===== src/sv/gpps_pkg.sv =====
// ----------------------------------------------------------------------------
// gpps_pkg
// shared types and constants for the goldbach prime pair split core
// ----------------------------------------------------------------------------
`default_nettype none

package gpps_pkg;

    localparam int NUM_WIDTH_DEF = 16;

    // first trial divisor and its square
    localparam int FIRST_DIV    = 5;
    localparam int FIRST_DIV_SQ = 25;
    localparam int SMALL_DIV    = 3;
    localparam int DIV_STEP     = 6;

    typedef struct packed {
        logic done;
        logic zero;
    } t_mod_rsp;

    typedef struct packed {
        logic done;
        logic is_prime;
    } t_pt_rsp;

endpackage

`default_nettype wire


===== src/sv/gpps_mod_unit.sv =====
// ----------------------------------------------------------------------------
// gpps_mod_unit
// restoring remainder unit, one dividend bit per cycle, flags a zero remainder
// ----------------------------------------------------------------------------
`default_nettype none

module gpps_mod_unit #(
    parameter int NUM_WIDTH = gpps_pkg::NUM_WIDTH_DEF
) (
    input  wire logic                 i_clk,
    input  wire logic                 i_rst_n,
    input  wire logic                 i_start,
    input  wire logic [NUM_WIDTH-1:0] i_dividend,
    input  wire logic [NUM_WIDTH-1:0] i_divisor,
    output gpps_pkg::t_mod_rsp        o_rsp
);
    import gpps_pkg::*;

    localparam int CNT_W = $clog2(NUM_WIDTH + 1);

    logic                 r_busy;
    logic                 r_done;
    logic [CNT_W-1:0]     r_cnt;
    logic [NUM_WIDTH-1:0] r_rem;
    logic [NUM_WIDTH-1:0] r_dvd;
    logic [NUM_WIDTH-1:0] r_div;
    logic [NUM_WIDTH:0]   w_trial;
    logic [NUM_WIDTH-1:0] n_rem;

    always_comb begin
        w_trial = {r_rem, r_dvd[NUM_WIDTH-1]};
        if (w_trial >= {1'b0, r_div}) begin
            n_rem = NUM_WIDTH'(w_trial - {1'b0, r_div});
        end else begin
            n_rem = w_trial[NUM_WIDTH-1:0];
        end
    end

    always_ff @(posedge i_clk) begin
        if (!i_rst_n) begin
            r_busy <= 1'b0;
            r_done <= 1'b0;
            r_cnt  <= '0;
        end else begin
            r_done <= 1'b0;
            if (i_start) begin
                r_busy <= 1'b1;
                r_cnt  <= CNT_W'(NUM_WIDTH);
            end else if (r_busy) begin
                r_cnt <= r_cnt - 1'b1;
                if (r_cnt == CNT_W'(1)) begin
                    r_busy <= 1'b0;
                    r_done <= 1'b1;
                end
            end
        end
    end

    always_ff @(posedge i_clk) begin
        if (i_start) begin
            r_rem <= '0;
            r_dvd <= i_dividend;
            r_div <= i_divisor;
        end else if (r_busy) begin
            r_rem <= n_rem;
            r_dvd <= {r_dvd[NUM_WIDTH-2:0], 1'b0};
        end
    end

    assign o_rsp.done = r_done;
    assign o_rsp.zero = (r_rem == '0);

endmodule

`default_nettype wire


===== config.mk =====
export PLATFORM = sky130hd
export DESIGN_NAME = gpps_mod_unit
export DESIGN_NICKNAME = d
export VERILOG_FILES = /design/src/sv/gpps_pkg.sv /design/src/sv/gpps_mod_unit.sv
export SDC_FILE = /design/constraint.sdc
export NUM_CORES = 1
export LEC_CHECK = 0
export BUFFER_PORTS_ARGS = -buffer_cell sky130_fd_sc_hd__buf_2
export CAP_MARGIN = 10
export CORE_ASPECT_RATIO = 0.7
export CORE_UTILIZATION = 59
export CTS_CLUSTER_DIAMETER = 100
export CTS_CLUSTER_SIZE = 16
export DETAILED_ROUTE_END_ITERATION = 10
export PLACE_DENSITY = 0.81
export SLEW_MARGIN = 20
export SYNTH_ARGS = -nofsm -noshare
export SYNTH_HDL_FRONTEND = slang
export SYNTH_SLANG_ARGS = --single-unit

===== constraint.sdc =====
create_clock -name i_clk -period 3 [get_ports i_clk]
set_clock_uncertainty 0.05 [all_clocks]
set_input_delay 0.3 -clock i_clk [delete_from_list [all_inputs] [get_ports i_clk]]
set_output_delay 0.3 -clock i_clk [all_outputs]
set_load 0.03 [all_outputs]

Word level (Yosys, flattened, before mapping):

Cells that the tools add are included.
W data, S select, Z words.

* input port bits: 35
* register bits: 55

* bitwise logic cells: 2
* multiplexer cells: 9
* order comparisons: 1
* add/subtract/negate cells: 2
* reductions and logical operators: 4
* eq/ne operators: 1

Operator list (number)
* $mux W16: 3
* $ge A17 B16 Y1: 1
* $logic_not A16 Y1: 1
* $sub A16 B16 Y16: 1
* $mux W5: 2
* $eq A5 B1 Y1 const B: 1
* $sub A5 B1 Y5 const B: 1
* $mux W1: 4
* $reduce_or A3 Y1: 1
* $not A1 Y1: 2
* $reduce_bool A2 Y1: 1
* $reduce_or A2 Y1: 1

Logic depth before layout (Yosys ltp):

* depth in word-level cells: 4
* mapped depth: 11
* mapped depth without buffers: 10

Worst setup path after synthesis:

Ideal clock, no wire load.

* path kind: register to register
* start: reg r_div[1]
* end: reg r_rem[12]
* setup time: 0.133 ns
* clock period less this slack: 2.370 ns
* setup slack: 0.630 ns
* path buffers: 2
* arrival: 2.187 ns
* cell stages (with the launch flop): 11
* cell sequence: edfxtp_1 -> inv_1 -> ha_1 -> or2b_1 -> a21o_1 -> a211o_1 -> a211oi_4 -> or2_1 -> buf_6 -> buf_8 -> o221ai_1

* word-level cells in the longest chain between the ends: 2
* elaborated cells on any way between the ends: 3
* those cells by class: 1 x add/sub; 1 x order compare; 1 x mux

Ends and longest elaborated chain
* from (decl): RTL line gpps_mod_unit.sv:26 `logic [NUM_WIDTH-1:0] r_div;`
* from (signal assigned): RTL line gpps_mod_unit.sv:63 `r_div <= i_divisor;`
* $sub A16 B16 Y16 / $ge A17 B16 Y1 (equally long branches): RTL line gpps_mod_unit.sv:33, gpps_mod_unit.sv:32
* $mux W16 *: RTL line gpps_mod_unit.sv:32 `if (w_trial >= {1'b0, r_div}) begin`
* to (signal assigned): RTL line gpps_mod_unit.sv:65 `r_rem <= n_rem;`
* to (decl): RTL line gpps_mod_unit.sv:24 `logic [NUM_WIDTH-1:0] r_rem;`

Mark *: on every way between the ends. The rest lies on a longest branch, timed or not.
A chain may end at the register's enable or synchronous reset.

Worst setup path in the final report:

Same ends and word-level chain as after synthesis.

==> impl_metrics.env <==
export IMPL_synth_compound_area_frac=0.187
export IMPL_synth_top_cell_by_area="edfxtp_1"
export IMPL_fillers=405
export IMPL_synth_xor_area_share=0.0324
export IMPL_die_h_um=64.0
export IMPL_worst_slew_pin_slew_ns=0.632
export IMPL_start_util=0.616
export IMPL_n_antenna_cell=0
export IMPL_cts_tree="built"
export IMPL_io_buffers=36
export IMPL_drtIter0Drc=229
export IMPL_rsz0062_at_grt="no"
export IMPL_drv_slew=0
export IMPL_rrSetupSlack_ns=0.31
export IMPL_ys_flop_type="edfxtp_1"
export IMPL_clk_pin_slew_worst_paths_ns=0.11
export IMPL_async_flop_share=0
export IMPL_power_frac_comb=0.204
export IMPL_hold_viol_final=0
export IMPL_ir_drop_mv=0.257
export IMPL_synth_edf_count=32
export IMPL_grt_pass1_wl_um=11900
export IMPL_finalPower_mw=1.67
export IMPL_clock_power_share=0.264
export IMPL_cp_end_kind="flop"
export IMPL_cp_arrival_ns=2.84
export IMPL_cts_buffer_depth=2
export IMPL_yosysWarnings=0
export IMPL_core_um2=5260
export IMPL_maxCapViolCount=0
export IMPL_p_sw_mw=0.473
export IMPL_track_usage=0.266
export IMPL_fin_nets=410
export IMPL_slew_headroom=0.578
export IMPL_fmax_mhz=372
export IMPL_post_cts_buffers=0
export IMPL_yosysSeqAreaShare=0.439
export IMPL_rows=22
export IMPL_synthesis_area_um2=3240
export IMPL_swShare=0.284
export IMPL_netlist_area_leader_share=0.297
export IMPL_synth_top_family_by_area="compound AO/OA/AOI/OAI gates"
export IMPL_netlist_instances=319
export IMPL_dr_pass1_iters=5
export IMPL_path_class="flop to flop"
export IMPL_pwr_share_seq=0.532
export IMPL_powerDensity_nw_per_um2=464
export IMPL_die_w_um=90.6
export IMPL_period_minus_slack_ns=2.69
export IMPL_cts_hold_buf=0
export IMPL_drive_gt1_frac=0.218
export IMPL_synth_area_leaders="edfxtp_1 (30%), dfxtp_1 (14%), ha_1 (6.9%)"
export IMPL_cts_resized_gates=0
export IMPL_cts_buffers=5
export IMPL_grt_overflow_total=0
export IMPL_p_leak_nw=1.48
export IMPL_synth_mux_area_frac=0.0645
export IMPL_synth_simple_area_share=0.146
export IMPL_die_area_um2=5800
export IMPL_holdWs_ns=0.101
export IMPL_syn_num_nets=373
export IMPL_boundaryPins=37
export IMPL_ys_ff_latch=55
export IMPL_required_ns=3.15
export IMPL_grt_pass1_vias=2418
export IMPL_setup_tns_ns=0
export IMPL_wl_um=7170
export IMPL_finalSetupViolCount=0
export IMPL_insertion_delay_ns=0.31
export IMPL_syn_area_per_cell_um2=10.2
export IMPL_drcViolationCount=0
export IMPL_htreeDepth=2
export IMPL_ys_types=63
export IMPL_clock_sinks=55
export IMPL_cts_root_buf="clkbuf_8"
export IMPL_num_vias=2571
export IMPL_critPathMaxFanout=12
export IMPL_antenna_found_initial=0
export IMPL_fin_crit_sh=0.897
export IMPL_power_internal_mw=1.19
export IMPL_cp_start_kind="flop"
export IMPL_drt_vias_per_instance=5.99
export IMPL_utilization=0.684
export IMPL_hp_class="input pin to flop"
export IMPL_ant_nets=0
export IMPL_hpwl_um=5270
export IMPL_synth_adder_area_share=0.0757
export IMPL_place_congestion=0.879
export IMPL_area_growth_pct=11.0
export IMPL_status="complete, no violations"
export IMPL_wl_per_cell_um=16.7
export IMPL_grt_max_degree=35
## power groups by stage
stage / combinational [mW] / clock [mW] / sequential [mW]
after detailed placement: 0.332 / 0 / 0.904
after global placement: 0.322 / 0 / 0.901
after CTS: 0.334 / 0.445 / 0.887
final: 0.340 / 0.440 / 0.887
after global routing: 0.372 / 0.476 / 0.894
after floorplan: 0.245 / 0 / 0.893
## layout by cell type, fill, tap and decap left out, types with 5 or more instances in the layout
cell	n
buf_2	36
edfxtp_1	32
nand2_1	26
inv_1	24
dfxtp_1	23
nor2_1	21
a21oi_1	18
ha_1	18
mux2_2	15
buf_4	10
a21o_1	8
o211ai_1	8
nor4_1	7
xnor2_1	7
nand3_1	6
clkbuf_8	6
nand2b_1	5
xor2_1	5
nor2b_1	5
nor3_1	5
## path summary, 6_finish.rpt
check | startpoint | endpoint | depth (start not counted)
setup / recovery | r_div[1]$_DFFE_PP_ | r_rem[12]$_SDFFE_PP0P_ | 9
hold reg to reg | r_cnt[1]$_SDFFE_PP0P_ | r_cnt[1]$_SDFFE_PP0P_ | 2
setup reg to reg | r_div[1]$_DFFE_PP_ | r_rem[12]$_SDFFE_PP0P_ | 9
hold / removal | i_divisor[10] | r_div[10]$_DFFE_PP_ | 1
## routing by layer
metal | vias up | wire length (µm) | part of all wire | global-route usage
li1 | 1253 | - | - | -
met1 | 1169 | 3250 | 0.45 | 0.382
met2 | 129 | 3080 | 0.43 | 0.402
met3 | 20 | 707 | 0.099 | 0.0524
met4 | 0 | 133 | 0.019 | 0.0887
met5 | - | 0 | 0 | 0
## layout make-up
| cell class | count | area (µm²) | share of cell area |
|---|---|---|---|
| Tap cell | 72 | 90.1 | 0.0251 |
| Clock inverter | 2 | 16.3 | 0.00452 |
| Sequential cell | 55 | 1420 | 0.395 |
| Inverter | 25 | 93.8 | 0.0261 |
| Timing Repair Buffer | 46 | 255 | 0.0710 |
| Clock buffer | 6 | 82.6 | 0.0230 |
| Multi-Input combinational cell | 223 | 1640 | 0.455 |
## cell families (layout without fill, tap and decap cells)
kind of cell	count (synthesis)	in the layout
AO/OA/AOI/OAI	79	79
XOR/XNOR	12	12
AND/OR/NAND/NOR	94	94
flip-flops	55	55
buffers and inverters	41	79
adder cells (fa/ha/maj)	19	19
multiplexers	19	19
## through the flow
stage | cell area [µm²] | instances | setup slack, ns
after floorplan | 3240 | 319 | 0.630
after global placement | 3500 | 421 | 0.458
after detailed placement | 3500 | 421 | 0.346
after CTS | 3600 | 429 | 0.333
after global routing | 3600 | 429 | 0.196
final | 3600 | 429 | 0.309
## cell usage after synthesis, drive strengths merged (3+ instances only)
library cell	count
edfxtp	32
nand2	26
inv	24
dfxtp	23
nor2	22
a21oi	18
ha	18
mux2	15
a21o	8
buf	8
clkbuf	8
o211ai	8
o21ai	8
nor4	7
xnor2	7
nand3	6
a211oi	5
nand2b	5
nor2b	5
nor3	5
xor2	5
mux2i	4
nand4	4
o311a	4
o31ai	4
a211o	3
a31o	3
o221ai	3
## flip-flops by register name (all words and copies together) (netlist names)
| name | count |
|---|---|
| r_rem | 16 |
| r_div | 16 |
| r_busy | 1 |
| r_cnt | 5 |
| r_dvd | 16 |
| r_done | 1 |
## critical path, cell delays in order, from the launching register on
cell and delay (ns):
edfxtp_1 0.34, inv_1 0.07, ha_1 0.29, or2b_1 0.25, a21o_1 0.21, a211o_1 0.38
a211oi_4 0.43, or2_1 0.22, buf_4 0.22, o221ai_1 0.13
Note: power is estimated with default switching activity, not from simulation.
